File: config.mk
export PLATFORM = sky130hd
export DESIGN_NAME = fplog_norm
export DESIGN_NICKNAME = d
export VERILOG_FILES = /design/src/sv/fplog_pkg.sv /design/src/sv/fplog_norm.sv
export SDC_FILE = /design/constraint.sdc
export NUM_CORES = 1
export LEC_CHECK = 0
export BUFFER_PORTS_ARGS = -buffer_cell sky130_fd_sc_hd__buf_2
export CAP_MARGIN = 15
export CORE_ASPECT_RATIO = 0.7
export CORE_MARGIN = 5
export CORE_UTILIZATION = 58
export CTS_CLUSTER_DIAMETER = 60
export DETAILED_ROUTE_END_ITERATION = 12
export PLACE_DENSITY = 0.89
export SLEW_MARGIN = 25
export SYNTH_ARGS = -nofsm -noshare
export SYNTH_HDL_FRONTEND = slang
export SYNTH_SLANG_ARGS = --single-unit
File: constraint.sdc
create_clock -name clk -period 3.16 [get_ports clk]
set_input_delay 0.474 -clock clk [delete_from_list [all_inputs] [get_ports clk]]
set_output_delay 0.474 -clock clk [all_outputs]
set_load 0.01 [all_outputs]
File: src/sv/fplog_pkg.sv
// Shared constants, types and codes for the fixed-point logarithm unit.
`timescale 1ns / 1ps

package fplog_pkg;

	// Operand and result word, Q(DATA_W-FRAC_BITS).FRAC_BITS.
	localparam int DATA_W    = 32;
	localparam int FRAC_BITS = 16;
	// Normalized mantissa in [1,2) with FRAC_BITS fraction bits.
	localparam int MANT_W    = FRAC_BITS + 1;
	// Integer part of log2 as it lands in the upper bits of the result.
	localparam int IP_W      = DATA_W - FRAC_BITS;
	// Bit position of the leading one of a positive operand.
	localparam int POS_W     = $clog2(DATA_W - 1);
	// Scale registers and configuration data.
	localparam int SCALE_W   = 16;
	localparam int CFG_W     = 16;
	// Signed log2 times zero-extended scale.
	localparam int PROD_W    = DATA_W + SCALE_W + 1;
	localparam int IDX_W     = 1;

	localparam logic [SCALE_W-1:0] LOG10_SCALE_RST = SCALE_W'(19728);
	localparam logic [SCALE_W-1:0] LN_SCALE_RST    = SCALE_W'(45426);

	// Half an LSB of the scaled result, used for rounding.
	localparam logic signed [PROD_W-1:0] ROUND_HALF = PROD_W'(1) <<< (FRAC_BITS - 1);

	// Register indexes on the configuration port.
	localparam logic [IDX_W-1:0] REG_LOG10_SCALE = IDX_W'(0);
	localparam logic [IDX_W-1:0] REG_LN_SCALE    = IDX_W'(1);

	// Operation select; the spare code behaves as log2.
	typedef enum logic [1:0] {
		MODE_LOG2  = 2'd0,
		MODE_LOG10 = 2'd1,
		MODE_LN    = 2'd2,
		MODE_SPARE = 2'd3
	} mode_t;

	// One beat in flight through the squaring stages.
	typedef struct packed {
		logic                   valid;
		logic                   nonpos;
		mode_t                  mode;
		logic [MANT_W-1:0]      mant;
		logic signed [IP_W-1:0] ip;
		logic [FRAC_BITS-1:0]   frac;
	} beat_t;

endpackage

File: src/sv/fplog_norm.sv
// Normalization: leading-one search, then shift of the operand into [1,2).
`timescale 1ns / 1ps

module fplog_norm (
	input  logic                              clk,
	input  logic                              arst_n,
	input  logic                              advance,
	input  logic                              in_valid,
	input  logic signed [fplog_pkg::DATA_W-1:0] x_value,
	input  logic [1:0]                        mode,
	output fplog_pkg::beat_t                  beat
);

	logic                              nonpos_c;
	logic [fplog_pkg::POS_W-1:0]       pos_c;

	logic                              valid_s1;
	logic                              nonpos_s1;
	fplog_pkg::mode_t                  mode_s1;
	logic [fplog_pkg::DATA_W-2:0]      x_s1;
	logic [fplog_pkg::POS_W-1:0]       pos_s1;

	logic [fplog_pkg::POS_W-1:0]       shamt_c;
	logic [fplog_pkg::DATA_W-2:0]      xs_c;
	fplog_pkg::beat_t                  beat_c;
	fplog_pkg::beat_t                  beat_s2;

	// Zero and negative operands skip the log and give the most negative value.
	assign nonpos_c = x_value[fplog_pkg::DATA_W-1] || (x_value == '0);

	// Priority encoder: position of the highest set bit below the sign.
	always_comb begin
		pos_c = '0;
		for (int i = 0; i < fplog_pkg::DATA_W - 1; i++) begin
			if (x_value[i]) begin
				pos_c = fplog_pkg::POS_W'(i);
			end
		end
	end

	// Stage 1 register.
	always_ff @(posedge clk or negedge arst_n) begin
		if (!arst_n) begin
			valid_s1  <= 1'b0;
			nonpos_s1 <= 1'b0;
			mode_s1   <= fplog_pkg::MODE_LOG2;
			x_s1      <= '0;
			pos_s1    <= '0;
		end else if (advance) begin
			valid_s1  <= in_valid;
			nonpos_s1 <= nonpos_c;
			mode_s1   <= fplog_pkg::mode_t'(mode);
			x_s1      <= x_value[fplog_pkg::DATA_W-2:0];
			pos_s1    <= pos_c;
		end
	end

	// Move the leading one to the top; bits shifted out below are dropped.
	assign shamt_c = fplog_pkg::POS_W'(fplog_pkg::DATA_W - 2) - pos_s1;
	assign xs_c    = x_s1 << shamt_c;

	always_comb begin
		beat_c        = '0;
		beat_c.valid  = valid_s1;
		beat_c.nonpos = nonpos_s1;
		beat_c.mode   = mode_s1;
		beat_c.mant   = xs_c[fplog_pkg::DATA_W-2 -: fplog_pkg::MANT_W];
		beat_c.ip     = fplog_pkg::IP_W'(pos_s1) - fplog_pkg::IP_W'(fplog_pkg::FRAC_BITS);
		beat_c.frac   = '0;
	end

	// Stage 2 register.
	always_ff @(posedge clk or negedge arst_n) begin
		if (!arst_n) begin
			beat_s2 <= '0;
		end else if (advance) begin
			beat_s2 <= beat_c;
		end
	end

	assign beat = beat_s2;

	// A positive operand always leaves with its leading one at the mantissa top.
	assert property (@(posedge clk) disable iff (!arst_n)
		beat_s2.valid && !beat_s2.nonpos |-> beat_s2.mant[fplog_pkg::MANT_W-1])
		else $error("normalized mantissa lost its leading one");

endmodule

==> metrics.txt <==
Synth cell types=64; CTS tree=built; FMAX=0.393 GHz; met3 Usage GRT=7.17%; startpoint types=register; Num CTS Buffers=9; Final GP Congestion=between 0.9 and 1; max incr delay on CP=0.66 ns; met1 usage=35.6%; max_cap viols=0; worst-skew pair later-pin latency=~0.36 ns; vias per cell=roughly 6.2; WL/cell=approximately 19 um; diode count=0; Worst Clk Skew=about 0.0097 ns; post-DP HPWL=around 8400 um; Area Overhead vs Synth=11.5%; Commonest cells post-synth=dfrtp_1, nand2_1, mux2_2; H-tree lvl count=3; ys flop type=dfrtp_1; post-layout min period=2.54 ns; Pwr Density=571 nW/um^2; Crit Path Category=reg -> reg; Yosys top cell area share=between 30% and 40%; vias in the first global route=between 3000 and 4000; Crit path max-delay family=XOR/XNOR gates; Post-synth ARST share=between 90% and 100%; Final Setup Violations=0; GRT busiest layer=met1; initial antenna violation count=0; ratio of cells with drive above 1 in the final layout=between 30% and 40%; Sink Count=66; largest net degree at the start of global routing=67; grt ovf=0; clk slew on worst S/H paths=0.07 ns; Rows=26; RSZ-0062 raised after global routing=false; Reg area=between 1500 and 2000 um^2; largest cells by area after synthesis=dfrtp_1, mux2_2, mux4_2; core area=around 7400 um^2; Initial Util=60.7%; Routed Antenna Nets=0; status=complete, no violations; Worst Path Buf+Inv=1; worst vdd ir=about 0.00028 V; Avg Cell Area, Syn=approximately 10 um^2; Max-Slew Margin vs Limit=between 40% and 50%; PortBufs=74; Power Total=0.00288 W; Initial DRT Pass Iterations=5; Overall Global Routing Usage=around a quarter; Post-synth EDFFs=0; cell area after synthesis=roughly 4500 um^2; TNS Setup=0 ns; synthesized instance count=around 440; crit path cell chain=ha_1 > xor2_2 > buf_4 > mux2i_1 > a221oi_1 > mux2_2; Post CTS Setup Buffer Count=0; Syn. warnings=0; Multi-input gate area=2510 um^2; hold crit path type=in -> async; Final nets=536; Final Hold Viols=0; die width=around 120 um; Critical Path AT=~2.8 ns; die height=approximately 84 um; Iter 0 DRT Violations=386; clk buf depth=2; critical path endpoint category=register; Die Footprint=just under 10000 um^2; final slew viol count=0; area leader, netlist=dfrtp_1; Worst-Margin Slew=between 0.7 and 0.8 ns; CTS resizes=0; fin crit share=~80%; M2 GR Usage=about a third; count leader, synth=dfrtp_1; Leak=between 2 and 2.5 nW; final wirelength=roughly 11000 um; via count=about 3700; clk root buf=clkbuf_8; fillers=between 500 and 600; CP Max Fanout=17; slowest CP cell=xor2_2; Post-route DRC=0; first-pass GRT wire length=between 15000 and 20000 um; proportion of synthesized chip area in sequential cells=between 30% and 40%; I/O Pins=approximately 90; WP data required=roughly 3.4 ns; hold_buf cts=0; Synth Register Bits=66
[layer usage]
metal | wire length (um) | share of wire (%) | vias to the layer above
met5 | 0 | 0 | -
met3 | 1360 | 12 | 11
met4 | 93 | 0.82 | 0
met1 | 4850 | 43 | 1812
met2 | 5050 | 44 | 227
li1 | - | - | 1680
[area by class of cell]
cell class / count / share of cell area (%)
clock buffers: 10 / 2.73
clock inverters: 6 / 1.79
inverters: 15 / 1.12
multi-input cells: 321 / 49.8
flip-flops and latches: 66 / 32.8
well taps: 98 / 2.43
repair buffers: 84 / 9.33
[per-stage QoR]
stage | cells | cell area (um^2) | hold WS [ns] | util, % | setup WS (ns)
floorplan | 457 | 4580 | 0.178 | - | 0.987
global placement | 584 | 4810 | 0.476 | 64.6 | 0.738
detailed placement | 584 | 4810 | 0.491 | 64.6 | 0.671
CTS | 600 | 5040 | 0.144 | 67.7 | 0.651
global route | 600 | 5040 | 0.159 | 67.7 | 0.370
finish | 600 | 5040 | 0.126 | 67.7 | 0.616
[cells in the final DEF (no fill, tap or decap), types with 3 or more instances in the layout]
cell,instances
nand3_1,7
nand4_1,4
a21oi_1,15
buf_4,8
buf_2,74
mux4_2,16
nor2b_1,5
nor4_1,5
conb_1,16
mux2_1,3
mux2i_1,29
nor3_1,4
o221ai_1,4
o31ai_1,3
inv_1,14
o211ai_1,7
nor2_1,34
dfrtp_1,65
clkbuf_8,10
o21ai_1,8
a211oi_1,3
a221oi_1,3
o21ai_0,6
mux2_2,47
nand2_1,56
a31oi_1,3
[worst paths after layout]
check / start / endpoint / slack (ns) / cells after the start
setup / recovery: pos_s1[1] / beat[44] / 0.62 / 6
hold / removal: arst_n / beat[38] / 0.13 / 2
setup reg to reg: pos_s1[1] / beat[44] / 0.62 / 6
hold reg to reg: beat[18] / beat[18] / 0.50 / 1
max in group asynchronous: arst_n / pos_s1[0] / 2.74 / 2
min in group clk: in_valid / valid_s1 / 0.35 / 2
[worst register-to-register path: stages (launching register included)]
cell and delay [ns]:
dfrtp_1 0.43, ha_1 0.35, xor2_2 0.66, buf_4 0.30
mux2i_1 0.27, a221oi_1 0.13, mux2_2 0.30
[where the power goes]
part | leakage, nW | internal [W] | total, W | switching, W
logic | 1.38 | 0.000443 | 0.00100 | 0.000560
registers | 0.762 | 0.000973 | 0.00107 | 0.0000980
clock network | 0.112 | 0.000466 | 0.000804 | 0.000337
total | 2.25 | 0.00188 | 0.00288 | 0.000995
[cells by family after synthesis]
logic type	synth area share, %
xor+xnor	2.16
other cells	0.0830
buf+inv	9.35
flops	36.5
compound gates	11.6
mux	27.7
simple gates	12.3
fa+ha+maj	0.277
[state kept, by name, summed over array words and instances, names as in the netlist]
signal,count
valid_s1,1
nonpos_s1,1
pos_s1,5
x_s1,31
mode_s1,2
beat,26
No activity file was read; power rests on OpenSTA's default activity.
