<file path="src/sv/fplog_pkg.sv">
// Shared constants, types and codes for the fixed-point logarithm unit.
`timescale 1ns / 1ps

package fplog_pkg;

	// Operand and result word, Q(DATA_W-FRAC_BITS).FRAC_BITS.
	localparam int DATA_W    = 32;
	localparam int FRAC_BITS = 16;
	// Normalized mantissa in [1,2) with FRAC_BITS fraction bits.
	localparam int MANT_W    = FRAC_BITS + 1;
	// Integer part of log2 as it lands in the upper bits of the result.
	localparam int IP_W      = DATA_W - FRAC_BITS;
	// Bit position of the leading one of a positive operand.
	localparam int POS_W     = $clog2(DATA_W - 1);
	// Scale registers and configuration data.
	localparam int SCALE_W   = 16;
	localparam int CFG_W     = 16;
	// Signed log2 times zero-extended scale.
	localparam int PROD_W    = DATA_W + SCALE_W + 1;
	localparam int IDX_W     = 1;

	localparam logic [SCALE_W-1:0] LOG10_SCALE_RST = SCALE_W'(19728);
	localparam logic [SCALE_W-1:0] LN_SCALE_RST    = SCALE_W'(45426);

	// Half an LSB of the scaled result, used for rounding.
	localparam logic signed [PROD_W-1:0] ROUND_HALF = PROD_W'(1) <<< (FRAC_BITS - 1);

	// Register indexes on the configuration port.
	localparam logic [IDX_W-1:0] REG_LOG10_SCALE = IDX_W'(0);
	localparam logic [IDX_W-1:0] REG_LN_SCALE    = IDX_W'(1);

	// Operation select; the spare code behaves as log2.
	typedef enum logic [1:0] {
		MODE_LOG2  = 2'd0,
		MODE_LOG10 = 2'd1,
		MODE_LN    = 2'd2,
		MODE_SPARE = 2'd3
	} mode_t;

	// One beat in flight through the squaring stages.
	typedef struct packed {
		logic                   valid;
		logic                   nonpos;
		mode_t                  mode;
		logic [MANT_W-1:0]      mant;
		logic signed [IP_W-1:0] ip;
		logic [FRAC_BITS-1:0]   frac;
	} beat_t;

endpackage

</file>
<file path="src/sv/fplog_scale.sv">
// Scaling for log10 and ln: multiply, round half away, floor shift, saturate.
`timescale 1ns / 1ps

module fplog_scale (
	input  logic                                clk,
	input  logic                                arst_n,
	input  logic                                advance,
	input  fplog_pkg::beat_t                    in_beat,
	input  logic [fplog_pkg::SCALE_W-1:0]       log10_scale,
	input  logic [fplog_pkg::SCALE_W-1:0]       ln_scale,
	output logic                                out_valid,
	output logic signed [fplog_pkg::DATA_W-1:0] log_result
);

	logic signed [fplog_pkg::DATA_W-1:0] r_c;
	logic                                scaled_c;
	logic [fplog_pkg::SCALE_W-1:0]       scale_c;
	logic signed [fplog_pkg::PROD_W-1:0] prod_c;

	logic                                valid_s1;
	logic                                scaled_s1;
	logic signed [fplog_pkg::DATA_W-1:0] r_s1;
	logic signed [fplog_pkg::PROD_W-1:0] prod_s1;

	logic signed [fplog_pkg::PROD_W-1:0] rnd_c;
	logic signed [fplog_pkg::PROD_W-1:0] q_c;
	logic                                ovf_c;
	logic signed [fplog_pkg::DATA_W-1:0] sat_c;

	logic                                valid_s2;
	logic signed [fplog_pkg::DATA_W-1:0] result_s2;

	// Assemble log2; a non-positive operand gives the most negative value.
	always_comb begin
		if (in_beat.nonpos) begin
			r_c = {1'b1, {(fplog_pkg::DATA_W-1){1'b0}}};
		end else begin
			r_c = {in_beat.ip, in_beat.frac};
		end
	end

	// Pick the scale register; log2 and the spare code pass through.
	always_comb begin
		scaled_c = 1'b0;
		scale_c  = '0;
		case (in_beat.mode)
			fplog_pkg::MODE_LOG10: begin
				scaled_c = 1'b1;
				scale_c  = log10_scale;
			end
			fplog_pkg::MODE_LN: begin
				scaled_c = 1'b1;
				scale_c  = ln_scale;
			end
			default: begin
				scaled_c = 1'b0;
				scale_c  = '0;
			end
		endcase
	end

	assign prod_c = fplog_pkg::PROD_W'(r_c) * fplog_pkg::PROD_W'(signed'({1'b0, scale_c}));

	// Stage 1: product register.
	always_ff @(posedge clk or negedge arst_n) begin
		if (!arst_n) begin
			valid_s1  <= 1'b0;
			scaled_s1 <= 1'b0;
			r_s1      <= '0;
			prod_s1   <= '0;
		end else if (advance) begin
			valid_s1  <= in_beat.valid;
			scaled_s1 <= scaled_c;
			r_s1      <= r_c;
			prod_s1   <= prod_c;
		end
	end

	// Round half away from zero, then arithmetic shift (floor).
	assign rnd_c = prod_s1[fplog_pkg::PROD_W-1] ? (prod_s1 - fplog_pkg::ROUND_HALF)
	                                            : (prod_s1 + fplog_pkg::ROUND_HALF);
	assign q_c   = rnd_c >>> fplog_pkg::FRAC_BITS;

	// Saturate when the bits above the result word disagree with its sign.
	assign ovf_c = (q_c[fplog_pkg::PROD_W-1:fplog_pkg::DATA_W-1] != '0) &&
	               (q_c[fplog_pkg::PROD_W-1:fplog_pkg::DATA_W-1] != '1);

	always_comb begin
		if (!ovf_c) begin
			sat_c = q_c[fplog_pkg::DATA_W-1:0];
		end else if (q_c[fplog_pkg::PROD_W-1]) begin
			sat_c = {1'b1, {(fplog_pkg::DATA_W-1){1'b0}}};
		end else begin
			sat_c = {1'b0, {(fplog_pkg::DATA_W-1){1'b1}}};
		end
	end

	// Stage 2: output register.
	always_ff @(posedge clk or negedge arst_n) begin
		if (!arst_n) begin
			valid_s2  <= 1'b0;
			result_s2 <= '0;
		end else if (advance) begin
			valid_s2  <= valid_s1;
			result_s2 <= scaled_s1 ? sat_c : r_s1;
		end
	end

	assign out_valid  = valid_s2;
	assign log_result = result_s2;

	// The scale is unsigned, so a non-negative log2 never gives a negative product.
	assert property (@(posedge clk) disable iff (!arst_n)
		valid_s1 && scaled_s1 && !r_s1[fplog_pkg::DATA_W-1] |-> !prod_s1[fplog_pkg::PROD_W-1])
		else $error("scaled product has the wrong sign");

endmodule

</file>
<file path="config.mk">
export PLATFORM = sky130hd
export DESIGN_NAME = fplog_scale
export DESIGN_NICKNAME = d
export VERILOG_FILES = /design/src/sv/fplog_pkg.sv /design/src/sv/fplog_scale.sv
export SDC_FILE = /design/constraint.sdc
export NUM_CORES = 2
export LEC_CHECK = 0
export BUFFER_PORTS_ARGS = -buffer_cell sky130_fd_sc_hd__buf_2
export CAP_MARGIN = 20
export CORE_MARGIN = 1.5
export CORE_UTILIZATION = 49
export CTS_BUF_LIST = sky130_fd_sc_hd__clkbuf_4 sky130_fd_sc_hd__clkbuf_8
export DETAILED_ROUTE_END_ITERATION = 16
export PLACE_DENSITY = 0.72
export SLEW_MARGIN = 20
export SYNTH_ARGS = -nofsm -noshare
export SYNTH_HDL_FRONTEND = slang
export SYNTH_SLANG_ARGS = --single-unit
</file>
<file path="constraint.sdc">
create_clock -name clk -period 4.62 [get_ports clk]
set_input_delay 0.231 -clock clk [delete_from_list [all_inputs] [get_ports clk]]
set_output_delay 0.231 -clock clk [all_outputs]
set_load 0.01 [all_outputs]
</file>
==> reports/qor.csv <==
stage;metric;value;unit
sta;worst rel slew slack;40.4;%
critical_path;Crit path arrival time;6.79;ns
floorplanning;Die X;223;um
cts;H-tree depth;3;
sta;final setup fails;34;
floorplanning;# IOs;121;
global_route;total grt overflow;0;
critical_path;R2R Setup Slk;0.55;ns
drt;DRC errors left;0;
yosys;Post-synth EDFFs;0;
critical_path;Crit Path Class;in2reg;
critical_path;WP data required;4.91;ns
power;P per Cell Area;393;nW/um^2
global_route;vias in the first global route;22100;
floorplanning;Core ar.;47700;um^2
sta;Final min period;6.50;ns
place;Placer Congestion;0.996;
place;Placed Area;28300;um^2
sta;f_max;154;MHz
floorplanning;Die Area;49800;um^2
final_layout;layout cells sized above 1;27.7;%
final_layout;ant diodes;0;
floorplanning;# rows;80;
drt;Post-DRT Antenna Nets;0;
cts;clk_lat worst skew;0.40;ns
yosys;Yosys top cell by area;fa_1;
job;reported max-cap violation count;0;
drt;drt total wl;73600;um
critical_path;reg2reg start;prod_s1[48];
yosys;dominant cell by count in the synthesized netlist;inv_1;
critical_path;Slowest Stage Delay on Critical Path;0.54;ns
yosys;Post-synth ARST share;100;%
sta;Final period util;141;%
place;Buffers on Ports;103;
cts;Bufs on Longest Clock Path;2;
critical_path;Worst Path Max Fanout;5;
power;total power draw;0.0117;W
yosys;Yosys top cell area share;41.2;%
sta;fin. max-slew vios;0;
cts;Sink Count;101;
critical_path;reg2reg end;log_result[4];
critical_path;crit path to;prod_s1[44];
yosys;Warnings, synthesis;0;
status;status;finished with violations;
critical_path;most used cell, CP;buf_4;
sta;worst slew pin tran;0.894;ns
yosys;post-synth cell types;74;
critical_path;crit path launch;in_beat[49];
yosys;Syn Inst Count;2669;
yosys;syn_area_per_cell;8.89;um^2
critical_path;CP Launch Type;primary input;
hold_path;HP Class;in2reg;
power;Worst VDD drop;632;uV
status;failing checks;negative setup slack;
sta;setup ws final;-1.88;ns
yosys;Seq/Total Area, Yosys;10.7;%
yosys;Primary FF master, synth;dfrtp_1;
global_route;first-pass GRT wire length;117000;um
critical_path;endpoint type of the worst setup path;flip-flop;
drt;Starting DRT DRC Count;1448;
final_layout;Layout Area Growth over Synthesis;25.6;%
final_layout;Nets;3834;
sta;Final Hold Viols;0;
power;Pleak;15.2;nW
critical_path;Worst Reg2Reg Path Length in Cells;13;
drt;Routed WL per cell;19.7;um
yosys;ranking of synthesized cells by area;fa_1 (41%), dfrtp_1 (11%), inv_1 (8.9%);
yosys;Syn Std Cell Area;23700;um^2
yosys;Seq cells post-synth;101;
floorplanning;Die Y-Extent;223;um
global_route;largest net degree at the start of global routing;69;
drt;first drt pass iteration count;6;
cts;CTS Root Cell;clkbuf_8;
global_route;Total GRT Usage;30.5;%
cts;CTS tree;done;
drt;vias;20100;
floorplanning;Initial Util;49.7;%
hold_path;hold-critical path depth;2;
sta;unrepaired setup endpoints after global routing;true;
sta;Layout Skew;0.0100;ns
global_route;initial antenna violation count;0;
final_layout;Design Area, Final;29800;um^2
place;DP HPWL;61000;um
critical_path;CP max stage cell;fa_1;
yosys;Synth Net Count;3394;
yosys;Synth top cells by count;inv_1 (561), fa_1 (488), nand2_1 (338);
drt;drt via density;5.38;
cts;clock-pin slew on the worst setup and hold paths;0.10;ns
cts;CTS Buf Count;9;
## worst max-delay path: cells and delay by family
family | cells | cell delay [ns]
AND/OR/NAND/NOR | 7 | 1.33
buffers and inverters | 12 | 1.35
adder cells (fa/ha/maj) | 8 | 3.06
AO/OA/AOI/OAI | 4 | 0.37
multiplexers | 1 | 0.26
XOR/XNOR | 1 | 0.14
## area by class of cell
cell class / count / area (um^2)
Multi-Input combinational cell: 1873 / 19600
Fill cell: 3901 / 17900
Timing Repair Buffer: 563 / 4610
Sequential cell: 101 / 2530
Inverter: 561 / 2130
Tap cell: 615 / 769
Clock buffer: 9 / 124
Clock inverter: 7 / 83.8
## layer usage
metal,track usage [%],share of wire [%],vias up,wire length (um)
met2,54.8,51,663,37600
met3,4.46,5.8,202,4260
met1,36.4,38,10200,28200
li1,-,-,8991,-
met5,0,0,-,0
met4,13.2,4.9,0,3620
## cells in the final DEF (no fill, tap or decap), drive strengths merged, types with 11 or more instances in the layout
cell,netlist,routed
a211oi,12,12
a21o,33,33
a21oi,72,72
a221oi,21,21
a22oi,16,16
a31oi,11,11
buf,15,561
dfrtp,101,101
fa,488,488
ha,149,149
inv,561,563
mux2,61,61
nand2,339,339
nand2b,33,33
nand3,18,18
nor2,318,318
nor2b,36,36
o211ai,12,12
o21ai,42,42
o22ai,12,12
or2,16,18
xnor2,49,49
xor2,18,18
## repair_timing
action                     in CTS  in global routing
hold buffers                    1                  0
setup endpoints to repair      34                 34
pin swaps                      89                 35
buffers inserted               34                 25
resized for setup             144                 49
gates cloned                    3                  2
hold endpoints to repair       49                  0
## state kept, by name, summed over array words and instances (netlist names)
register,count
log_result,32
out_valid,1
prod_s1,34
r_s1,32
scaled_s1,1
valid_s1,1
## power breakdown
part           switching (W)  internal [W]
sequential          0.000242       0.00122
combinational        0.00527       0.00438
clock               0.000355      0.000259
total                0.00587       0.00585
## worst min-delay path by stage
stage,from,endpoint
5_1_grt,in_beat[52],valid_s1
3_5_place_dp,arst_n,r_s1[0]
4_1_cts,in_beat[52],valid_s1
6_report,in_beat[52],valid_s1
2_1_floorplan,arst_n,log_result[0]
3_3_place_gp,arst_n,r_s1[0]
## cells by family (layout without fill, tap and decap cells)
kind of cell	Yosys count	in the layout	share of synthesized area, %
compound gates	292	292	9.20
xor+xnor	67	67	2.47
fa+ha+maj	637	637	49.0
buf+inv	697	1140	11.2
flops	101	101	10.7
mux	63	63	2.98
simple gates	812	814	14.5
## through the flow
step           worst slack [ns]  hold WS (ns)  TNS [ns]  util [%]  instances
6_report                  -1.88        0.0853    -57.39      62.4       3729
3_5_place_dp              -2.44         0.308    -71.54      59.3       3656
5_1_grt                   -2.18        0.0715    -65.36      62.4       3729
2_1_floorplan             -1.89       -0.0646    -49.49         -       2669
4_1_cts                   -1.80        0.0841    -51.74      61.5       3705
3_3_place_gp              -2.28         0.286    -67.89      59.3       3656
(Power assumes the default switching activity.)
