$ cat src/sv/fplog_pkg.sv
// Shared constants, types and codes for the fixed-point logarithm unit.
`timescale 1ns / 1ps

package fplog_pkg;

	// Operand and result word, Q(DATA_W-FRAC_BITS).FRAC_BITS.
	localparam int DATA_W    = 32;
	localparam int FRAC_BITS = 16;
	// Normalized mantissa in [1,2) with FRAC_BITS fraction bits.
	localparam int MANT_W    = FRAC_BITS + 1;
	// Integer part of log2 as it lands in the upper bits of the result.
	localparam int IP_W      = DATA_W - FRAC_BITS;
	// Bit position of the leading one of a positive operand.
	localparam int POS_W     = $clog2(DATA_W - 1);
	// Scale registers and configuration data.
	localparam int SCALE_W   = 16;
	localparam int CFG_W     = 16;
	// Signed log2 times zero-extended scale.
	localparam int PROD_W    = DATA_W + SCALE_W + 1;
	localparam int IDX_W     = 1;

	localparam logic [SCALE_W-1:0] LOG10_SCALE_RST = SCALE_W'(19728);
	localparam logic [SCALE_W-1:0] LN_SCALE_RST    = SCALE_W'(45426);

	// Half an LSB of the scaled result, used for rounding.
	localparam logic signed [PROD_W-1:0] ROUND_HALF = PROD_W'(1) <<< (FRAC_BITS - 1);

	// Register indexes on the configuration port.
	localparam logic [IDX_W-1:0] REG_LOG10_SCALE = IDX_W'(0);
	localparam logic [IDX_W-1:0] REG_LN_SCALE    = IDX_W'(1);

	// Operation select; the spare code behaves as log2.
	typedef enum logic [1:0] {
		MODE_LOG2  = 2'd0,
		MODE_LOG10 = 2'd1,
		MODE_LN    = 2'd2,
		MODE_SPARE = 2'd3
	} mode_t;

	// One beat in flight through the squaring stages.
	typedef struct packed {
		logic                   valid;
		logic                   nonpos;
		mode_t                  mode;
		logic [MANT_W-1:0]      mant;
		logic signed [IP_W-1:0] ip;
		logic [FRAC_BITS-1:0]   frac;
	} beat_t;

endpackage

$ cat src/sv/fplog_sqstep.sv
// One square-and-compare step: produces one fraction bit of log2.
`timescale 1ns / 1ps

module fplog_sqstep (
	input  logic             clk,
	input  logic             arst_n,
	input  logic             advance,
	input  fplog_pkg::beat_t in_beat,
	output fplog_pkg::beat_t out_beat
);

	logic [2*fplog_pkg::MANT_W-1:0] sq_c;
	logic                           bit_c;
	fplog_pkg::beat_t               beat_c;
	fplog_pkg::beat_t               beat_s;

	// Square the mantissa; a result of two or more sets the bit and halves it.
	assign sq_c  = (2*fplog_pkg::MANT_W)'(in_beat.mant) * (2*fplog_pkg::MANT_W)'(in_beat.mant);
	assign bit_c = sq_c[2*fplog_pkg::MANT_W-1];

	always_comb begin
		beat_c      = in_beat;
		beat_c.mant = bit_c ? sq_c[2*fplog_pkg::MANT_W-1 -: fplog_pkg::MANT_W]
		                    : sq_c[2*fplog_pkg::MANT_W-2 -: fplog_pkg::MANT_W];
		beat_c.frac = {in_beat.frac[fplog_pkg::FRAC_BITS-2:0], bit_c};
	end

	always_ff @(posedge clk or negedge arst_n) begin
		if (!arst_n) begin
			beat_s <= '0;
		end else if (advance) begin
			beat_s <= beat_c;
		end
	end

	assign out_beat = beat_s;

	// The mantissa stays in [1,2) after every step.
	assert property (@(posedge clk) disable iff (!arst_n)
		beat_s.valid && !beat_s.nonpos |-> beat_s.mant[fplog_pkg::MANT_W-1])
		else $error("squaring step left the mantissa out of range");

endmodule

$ cat config.mk
export PLATFORM = sky130hd
export DESIGN_NAME = fplog_sqstep
export DESIGN_NICKNAME = d
export VERILOG_FILES = /design/src/sv/fplog_pkg.sv /design/src/sv/fplog_sqstep.sv
export SDC_FILE = /design/constraint.sdc
export NUM_CORES = 1
export LEC_CHECK = 0
export BUFFER_PORTS_ARGS = -buffer_cell sky130_fd_sc_hd__buf_2
export CORE_ASPECT_RATIO = 0.5
export CORE_MARGIN = 4
export CORE_UTILIZATION = 40
export DETAILED_ROUTE_END_ITERATION = 7
export GPL_ROUTABILITY_DRIVEN = 0
export PLACE_DENSITY = 0.57
export SLEW_MARGIN = 5
export SYNTH_ARGS = -nofsm -noshare
export SYNTH_HDL_FRONTEND = slang
export SYNTH_SLANG_ARGS = --single-unit
$ cat constraint.sdc
create_clock -name clk -period 1.16 [get_ports clk]
set_input_delay 0.29 -clock clk [delete_from_list [all_inputs] [get_ports clk]]
set_output_delay 0.29 -clock clk [all_outputs]
set_load 0.005 [all_outputs]
==> results.sh, run 1 <==
export IMPL_status="complete, but fails checks"
export IMPL_violations="negative setup slack"
export IMPL_cts_buffer_depth=2
export IMPL_synth_warning_count=0
export IMPL_n_antenna_cell=0
export IMPL_grt_pass1_vias=8995
export IMPL_hold_violations=0
export IMPL_clock_skew_ns=0
export IMPL_htree_levels=2
export IMPL_grt_ovfl_total=0
export IMPL_path_max_fanout=8
export IMPL_io_pins=109
export IMPL_die_area_um2=28000
export IMPL_worstSkewPairLatency_ns=0.29
export IMPL_timing_final_ws_setup_ns=-4.37
export IMPL_synth_nets=1403
export IMPL_core_rowCount=40
export IMPL_relSlewSlack=0.734
export IMPL_die_width_um=233
export IMPL_hpwl_um=20400
export IMPL_pre_cts_ws_ns=-5.00
export IMPL_routed_via_count=7933
export IMPL_syn_avg_cell_area_um2=9.63
export IMPL_nets=1702
export IMPL_synth_edff_count=0
export IMPL_grt_use_total=0.179
export IMPL_synth_distinct_cells=53
export IMPL_numCtsBuffers=5
export IMPL_clk_pin_slew_ns=0.07
export IMPL_antenna_found_initial=0
export IMPL_wire_per_inst_um=14.4
export IMPL_core_area_um2=24400
export IMPL_end_kind="flop"
export IMPL_grt_max_degree=41
export IMPL_tightest_slew_ns=0.397
export IMPL_cp_start_kind="input port"
export IMPL_via_per_inst=4.71
export IMPL_netlist_instances=1049
export IMPL_setup_viol=18
export IMPL_drtIter0Drc=256
export IMPL_nFillCells=2204
export IMPL_synth_mux_area_frac=0.0434
export IMPL_required_ns=1.32
export IMPL_rsz0062_at_grt="true"
export IMPL_die_h_um=120
export IMPL_largest_reg_flops=53
export IMPL_ys_seq_elements=53
export IMPL_period_minus_slack_ns=5.53
export IMPL_drv_cap=0
export IMPL_async_reset_ff_frac=1.00
export IMPL_ant_nets=0
export IMPL_synthAdderAreaFrac=0.509
export IMPL_synth_flop_cell="dfrtp_1"
export IMPL_fmax_mhz=181
export IMPL_hp_class="in -> reg"
export IMPL_clock_sinks=53
export IMPL_finalWirelength_um=24200
export IMPL_grt_pass1_wl_um=41800
export IMPL_crit_type="in -> reg"
export IMPL_area_growth_pct=36.2
export IMPL_firstDrtPassIters=4
export IMPL_initial_utilization=0.413
export IMPL_port_buffer_count=107
export IMPL_root_buffer="clkbuf_16"
export IMPL_cts_tree="built"
export IMPL_syn_area_um2=10100
export IMPL_mostFrequentLayoutCell="inv_1"
export IMPL_period_share=4.76
export IMPL_arrival_ns=5.69
export IMPL_synth_top_family_by_area="adder cells"
export IMPL_mostFrequentLayoutCells="262 x inv_1, 185 x buf_4, 171 x fa_1"
export IMPL_synth_compound_area_share=0.0674
export IMPL_drc=0
export IMPL_yosys_area_share_xor_xnor=0.0234
export IMPL_fin_util=0.563
export IMPL_yosysSeqAreaShare=0.131
export IMPL_drive_gt1_frac=0.383
export IMPL_final_max_slew_viol_count=0
export IMPL_synth_simple_area_share=0.106
[cell families after synthesis]
group           Yosys count
compound gates           92
xor+xnor                 27
fa+ha+maj               298
buf+inv                 316
flops                    53
mux                      39
simple gates            224
[Yosys cell counts (all sizes together) (6+ instances only)]
cell	count	area, µm²
a21o	18	138
a21oi	20	104
and2	53	334
clkbuf	24	90.1
dfrtp	53	1330
fa	188	3760
ha	110	1380
inv	286	1070
mux2	38	428
nand2	103	387
nand3	11	55.1
nor2	25	93.8
nor2b	6	37.5
o21ai	14	70.1
o221ai	8	70.1
xnor2	24	210
[worst max-delay path: stages]
cell and delay, ns:
buf_12 0.12, inv_2 0.06, buf_4 0.16, buf_12 0.13
fa_1 0.53, inv_1 0.06, fa_1 0.53, inv_1 0.05
fa_1 0.47, inv_1 0.05, fa_1 0.49, fa_1 0.41
ha_1 0.30, ha_1 0.30, a21o_1 0.21, a21o_1 0.21
a221oi_4 0.34, buf_4 0.18, a21oi_2 0.05, or3_4 0.37
buf_6 0.12, nand4b_1 0.12, o221ai_1 0.13
[layer usage]
| metal | GRT usage | up-vias | routed length (µm) |
|---|---|---|---|
| met3 | 0.0198 | 22 | 643 |
| met1 | 0.230 | 4008 | 10400 |
| met5 | 0 | - | 0 |
| met2 | 0.331 | 110 | 12800 |
| met4 | 0.0332 | 0 | 340 |
| li1 | - | 3793 | - |
[repair_timing]
item	in CTS	in global routing
pin swaps	57	38
endpoints found under the setup margin	18	18
resized for setup	171	42
setup buffers	16	4
gates cloned	3	1
hold endpoints to repair	24	0
hold buffers	1	0
[worst paths after layout]
path                               from            to  slack [ns]  depth (start not counted)
hold / removal              in_beat[50]  out_beat[50]        0.22                          2
setup / recovery            in_beat[43]  out_beat[45]       -4.37                         23
hold reg to reg            out_beat[42]  out_beat[42]        0.51                          2
min in group asynchronous        arst_n  out_beat[51]        0.50                          3
max in group asynchronous        arst_n  out_beat[45]        0.34                          3
setup reg to reg           out_beat[44]  out_beat[44]        0.14                          3
[stage by stage]
step           cells  cell area [µm²]  TNS, ns  hold slack, ns
3_3_place_gp    1652            12500   -88.77           0.296
5_1_grt         1685            13700   -80.18           0.214
4_1_cts         1680            13500   -76.52           0.217
2_1_floorplan   1049            10300   -79.24        -0.00559
6_report        1685            13700   -76.89           0.219
3_5_place_dp    1652            12500   -90.64           0.300
[layout make-up]
type                    instances  area (µm²)  area share
clock buffers                   5         125     0.00910
clock inverters                 3        50.0     0.00364
inverters                     287        1080      0.0784
multi-input cells             680        8230       0.599
flip-flops and latches         53        1330      0.0965
well taps                     336         420      0.0306
repair buffers                321        2520       0.183
Power of run 1 is not shown: default switching activity piles up to over one toggle a cycle in this logic, so the estimate is an artifact.
==> run 2, diff against run 1 <==
--- a/config.mk
+++ b/config.mk
@@ -12,7 +12,7 @@
 export DETAILED_ROUTE_END_ITERATION = 7
 export GPL_ROUTABILITY_DRIVEN = 0
 export PLACE_DENSITY = 0.57
-export SLEW_MARGIN = 5
+export RECOVER_POWER = 25
 export SYNTH_ARGS = -nofsm -noshare
 export SYNTH_HDL_FRONTEND = slang
 export SYNTH_SLANG_ARGS = --single-unit
==> results.sh, run 2 (synthesis results as in run 1) <==
export IMPL_hp_class="in -> reg"
export IMPL_die_width_um=233
export IMPL_setup_viol=18
export IMPL_area_growth_pct=36.1
export IMPL_core_area_um2=24400
export IMPL_mostFrequentLayoutCells="262 x inv_1, 183 x buf_4, 171 x fa_1"
export IMPL_worstSetupStartpoint="in_beat[43]"
export IMPL_worst_r2r_setup_slack_ns=0.14
export IMPL_crit_end="out_beat[45]"
export IMPL_mostFrequentLayoutCell="inv_1"
export IMPL_clk_pin_slew_ns=0.07
export IMPL_reg2regPathDepth=3
export IMPL_status="complete, but fails checks"
export IMPL_clock_skew_ns=0
export IMPL_numCtsBuffers=5
export IMPL_nFillCells=2205
export IMPL_worstSkewPairLatency_ns=0.29
export IMPL_timing_final_ws_setup_ns=-4.37
export IMPL_drive_gt1_frac=0.383
export IMPL_cts_tree="built"
export IMPL_cp_start_kind="input port"
export IMPL_regArea_um2=1330
export IMPL_rsz0062_at_grt="true"
export IMPL_violations="negative setup slack"
export IMPL_fmax_mhz=181
export IMPL_die_area_um2=28000
export IMPL_grt_max_degree=41
export IMPL_hpwl_um=20400
export IMPL_period_minus_slack_ns=5.53
export IMPL_wire_per_inst_um=14.4
export IMPL_arrival_ns=5.69
export IMPL_drtIter0Drc=256
export IMPL_finalWirelength_um=24200
export IMPL_clock_sinks=53
export IMPL_n_antenna_cell=0
export IMPL_die_h_um=120
export IMPL_cts_buffer_depth=2
export IMPL_required_ns=1.32
export IMPL_drv_cap=0
export IMPL_final_max_slew_viol_count=0
export IMPL_path_max_fanout=8
export IMPL_io_pins=109
export IMPL_via_per_inst=4.71
export IMPL_grt_ovfl_total=0
export IMPL_tightest_slew_ns=0.565
export IMPL_firstDrtPassIters=4
export IMPL_grt_use_total=0.179
export IMPL_grt_pass1_wl_um=41800
export IMPL_drc=0
export IMPL_largest_reg_flops=53
export IMPL_nets=1702
export IMPL_min_from="in_beat[50]"
export IMPL_relSlewSlack=0.623
export IMPL_initial_utilization=0.413
export IMPL_root_buffer="clkbuf_16"
export IMPL_crit_type="in -> reg"
export IMPL_ant_nets=0
export IMPL_htree_levels=2
export IMPL_hold_violations=0
export IMPL_r2r_start="out_beat[44]"
export IMPL_reg2reg_to="out_beat[44]"
export IMPL_period_share=4.76
export IMPL_grt_pass1_vias=8995
export IMPL_multi_input_area_um2=8230
export IMPL_port_buffer_count=107
export IMPL_routed_via_count=7930
export IMPL_fin_setup_tns_ns=-76.89
export IMPL_end_kind="flop"
export IMPL_antenna_found_initial=0
export IMPL_core_rowCount=40
## run 2: layout make-up
cell class | instances | area share
Clock buffer | 5 | 0.00910
Clock inverter | 3 | 0.00364
Inverter | 287 | 0.0784
Multi-Input combinational cell | 680 | 0.599
Sequential cell | 53 | 0.0965
Tap cell | 336 | 0.0306
Timing Repair Buffer | 321 | 0.183
## run 2: routing by layer
layer / routed length, µm / track usage
met2: 12900 / 0.331
met4: 340 / 0.0332
met3: 641 / 0.0198
met5: 0 / 0
met1: 10400 / 0.230
## run 2: worst min-delay path by stage
stage / endpoint / slack (ns) / depth (start not counted)
after global routing: out_beat[26] / 0.21 / 2
after detailed placement: out_beat[51] / 0.30 / 2
after floorplan: out_beat[0] / -0.006 / 0
after CTS: out_beat[50] / 0.22 / 2
after global placement: out_beat[51] / 0.30 / 2
final: out_beat[50] / 0.22 / 2
## run 2: what timing repair did
item / CTS / global route
endpoints found under the hold margin: 24 / 0
hold buffers: 1 / 0
resized for setup: 171 / 42
buffers inserted: 16 / 4
cloned: 3 / 1
pin swaps: 57 / 38
setup endpoints to repair: 18 / 18
## run 2: metrics by stage
step / hold slack (ns) / instances / setup WS (ns) / cell area [µm²] / utilization
floorplan: -0.00559 / 1049 / -4.48 / 10300 / -
global placement: 0.296 / 1652 / -4.92 / 12500 / 0.512
detailed placement: 0.300 / 1652 / -5.00 / 12500 / 0.512
CTS: 0.217 / 1680 / -4.34 / 13500 / 0.554
global route: 0.214 / 1685 / -4.56 / 13700 / 0.563
finish: 0.219 / 1685 / -4.37 / 13700 / 0.563
## run 2: worst max-delay path: stages
cell      delay, ns
buf_12         0.12
inv_2          0.06
buf_4          0.16
buf_12         0.13
fa_1           0.53
inv_1          0.06
fa_1           0.53
inv_1          0.05
fa_1           0.47
inv_1          0.05
fa_1           0.49
fa_1           0.41
ha_1           0.30
ha_1           0.30
a21o_1         0.21
a21o_1         0.21
a221oi_4       0.34
buf_4          0.18
a21oi_2        0.05
or3_4          0.37
buf_6          0.12
nand4b_1       0.12
o221ai_1       0.13
Power of run 2 is left out for the same reason.
==> run 3, diff against run 2 <==
--- a/config.mk
+++ b/config.mk
@@ -7,7 +7,7 @@
 export LEC_CHECK = 0
 export BUFFER_PORTS_ARGS = -buffer_cell sky130_fd_sc_hd__buf_2
 export CORE_ASPECT_RATIO = 0.5
-export CORE_MARGIN = 4
+export CORE_MARGIN = 2
 export CORE_UTILIZATION = 40
 export DETAILED_ROUTE_END_ITERATION = 7
 export GPL_ROUTABILITY_DRIVEN = 0
==> results.sh, run 3 (synthesis results as in run 1) <==
export IMPL_status="complete, but fails checks"
export IMPL_violations="negative setup slack"
export IMPL_initial_utilization=0.404
export IMPL_antenna_found_initial=0
export IMPL_finalWirelength_um=24100
export IMPL_cts_buffer_depth=2
export IMPL_drc=0
export IMPL_mostFrequentLayoutCells="267 x inv_1, 194 x buf_4, 176 x fa_1"
export IMPL_dp_cells=1666
export IMPL_numCtsBuffers=5
export IMPL_hold_violations=0
export IMPL_via_per_inst=4.70
export IMPL_routed_via_count=7973
export IMPL_drive_gt1_frac=0.365
export IMPL_relSlewSlack=0.664
export IMPL_period_share=4.79
export IMPL_drv_cap=0
export IMPL_io_pins=109
export IMPL_root_buffer="clkbuf_16"
export IMPL_cts_tree="built"
export IMPL_die_area_um2=26600
export IMPL_grt_pass1_wl_um=40000
export IMPL_required_ns=1.33
export IMPL_nets=1705
export IMPL_tightest_slew_ns=0.504
export IMPL_mostFrequentLayoutCell="inv_1"
export IMPL_end_kind="flop"
export IMPL_wire_per_inst_um=14.2
export IMPL_crit_type="in -> reg"
export IMPL_path_max_fanout=6
export IMPL_largest_reg_flops=53
export IMPL_clock_skew_ns=0
export IMPL_grt_max_degree=38
export IMPL_port_buffer_count=107
export IMPL_timing_final_ws_setup_ns=-4.40
export IMPL_cp_start_kind="input port"
export IMPL_clk_pin_slew_ns=0.07
export IMPL_area_growth_pct=34.6
export IMPL_grt_pass1_vias=8585
export IMPL_firstDrtPassIters=4
export IMPL_ant_nets=0
export IMPL_clock_sinks=53
export IMPL_drtIter0Drc=273
export IMPL_core_rowCount=41
export IMPL_hp_class="in -> reg"
export IMPL_grt_ovfl_total=0
export IMPL_final_max_slew_viol_count=0
export IMPL_hpwl_um=20500
export IMPL_setup_viol=18
export IMPL_die_width_um=229
export IMPL_core_area_um2=25000
export IMPL_fmax_mhz=180
export IMPL_htree_levels=2
export IMPL_rsz0062_at_grt="true"
export IMPL_worstSkewPairLatency_ns=0.29
export IMPL_grt_use_total=0.185
export IMPL_period_minus_slack_ns=5.56
export IMPL_n_antenna_cell=0
export IMPL_arrival_ns=5.73
export IMPL_finalNonFillerCells=1696
export IMPL_die_h_um=116
## run 3: changes by cell type in the layout (fill, tap and decap cells not counted), moves of 5 or more
cell | before | now
buf_12 | 12 | 4
inv_1 | 262 | 267
inv_2 | 24 | 18
and2_4 | 15 | 7
nand2_1 | 86 | 92
fa_1 | 171 | 176
and2_1 | 38 | 46
buf_4 | 183 | 194
fa_2 | 17 | 12
## run 3: path summary, 6_finish.rpt
kind                              start           end  slack (ns)  cells past startpoint
setup / recovery            in_beat[39]  out_beat[45]       -4.40                     24
hold reg to reg            out_beat[41]  out_beat[41]        0.50                      2
max in group asynchronous        arst_n  out_beat[21]        0.22                      3
setup reg to reg           out_beat[44]  out_beat[44]        0.15                      3
min in group asynchronous        arst_n  out_beat[50]        0.58                      3
hold / removal              in_beat[12]  out_beat[13]        0.22                      2
## run 3: final cells by class
| cell class | instances | area [µm²] |
|---|---|---|
| inverter | 287 | 1080 |
| tap | 344 | 430 |
| clock inverter | 3 | 28.8 |
| sequential | 53 | 1330 |
| fill | 2252 | 11400 |
| clock buffer | 5 | 125 |
| multi-input combinational | 683 | 8240 |
| timing repair buffer | 321 | 2370 |
## run 3: per-stage QoR
| stage | cell area [µm²] | worst slack [ns] | utilization | hold slack, ns | TNS (ns) |
|---|---|---|---|---|---|
| after floorplan | 10300 | -4.48 | - | -0.00559 | -79.24 |
| after global placement | 12500 | -4.99 | 0.502 | 0.282 | -89.29 |
| after detailed placement | 12500 | -5.01 | 0.502 | 0.287 | -91.17 |
| after CTS | 13300 | -4.40 | 0.532 | 0.215 | -77.60 |
| after global routing | 13600 | -4.58 | 0.544 | 0.212 | -81.78 |
| final | 13600 | -4.40 | 0.544 | 0.223 | -78.37 |
## run 3: critical path, stage by stage
cell      delay [ns]
buf_8           0.10
buf_12          0.13
and2_1          0.14
inv_1           0.06
fa_1            0.44
fa_1            0.50
fa_2            0.53
inv_1           0.05
fa_2            0.38
fa_1            0.50
inv_1           0.05
fa_1            0.49
inv_2           0.04
ha_4            0.21
a21o_1          0.18
a21o_1          0.17
a21o_1          0.22
a221oi_4        0.29
buf_4           0.16
and2_4          0.21
buf_6           0.14
o31ai_4         0.06
xnor2_2         0.24
o221ai_2        0.12
## run 3: metal layers
| metal | global-route usage | wire, µm |
|---|---|---|
| met4 | 0.0383 | 428 |
| met5 | 0 | 0 |
| met3 | 0.0222 | 757 |
| met2 | 0.353 | 12900 |
| met1 | 0.231 | 10000 |
## run 3: what timing repair did
item | 4_1_cts | 5_1_grt
cloned | 4 | 0
endpoints found under the setup margin | 18 | 18
resized for setup | 96 | 68
hold endpoints to repair | 21 | 0
buffers inserted | 12 | 5
hold buffers | 1 | 0
pin swaps | 51 | 61
Power of run 3 is left out for the same reason.
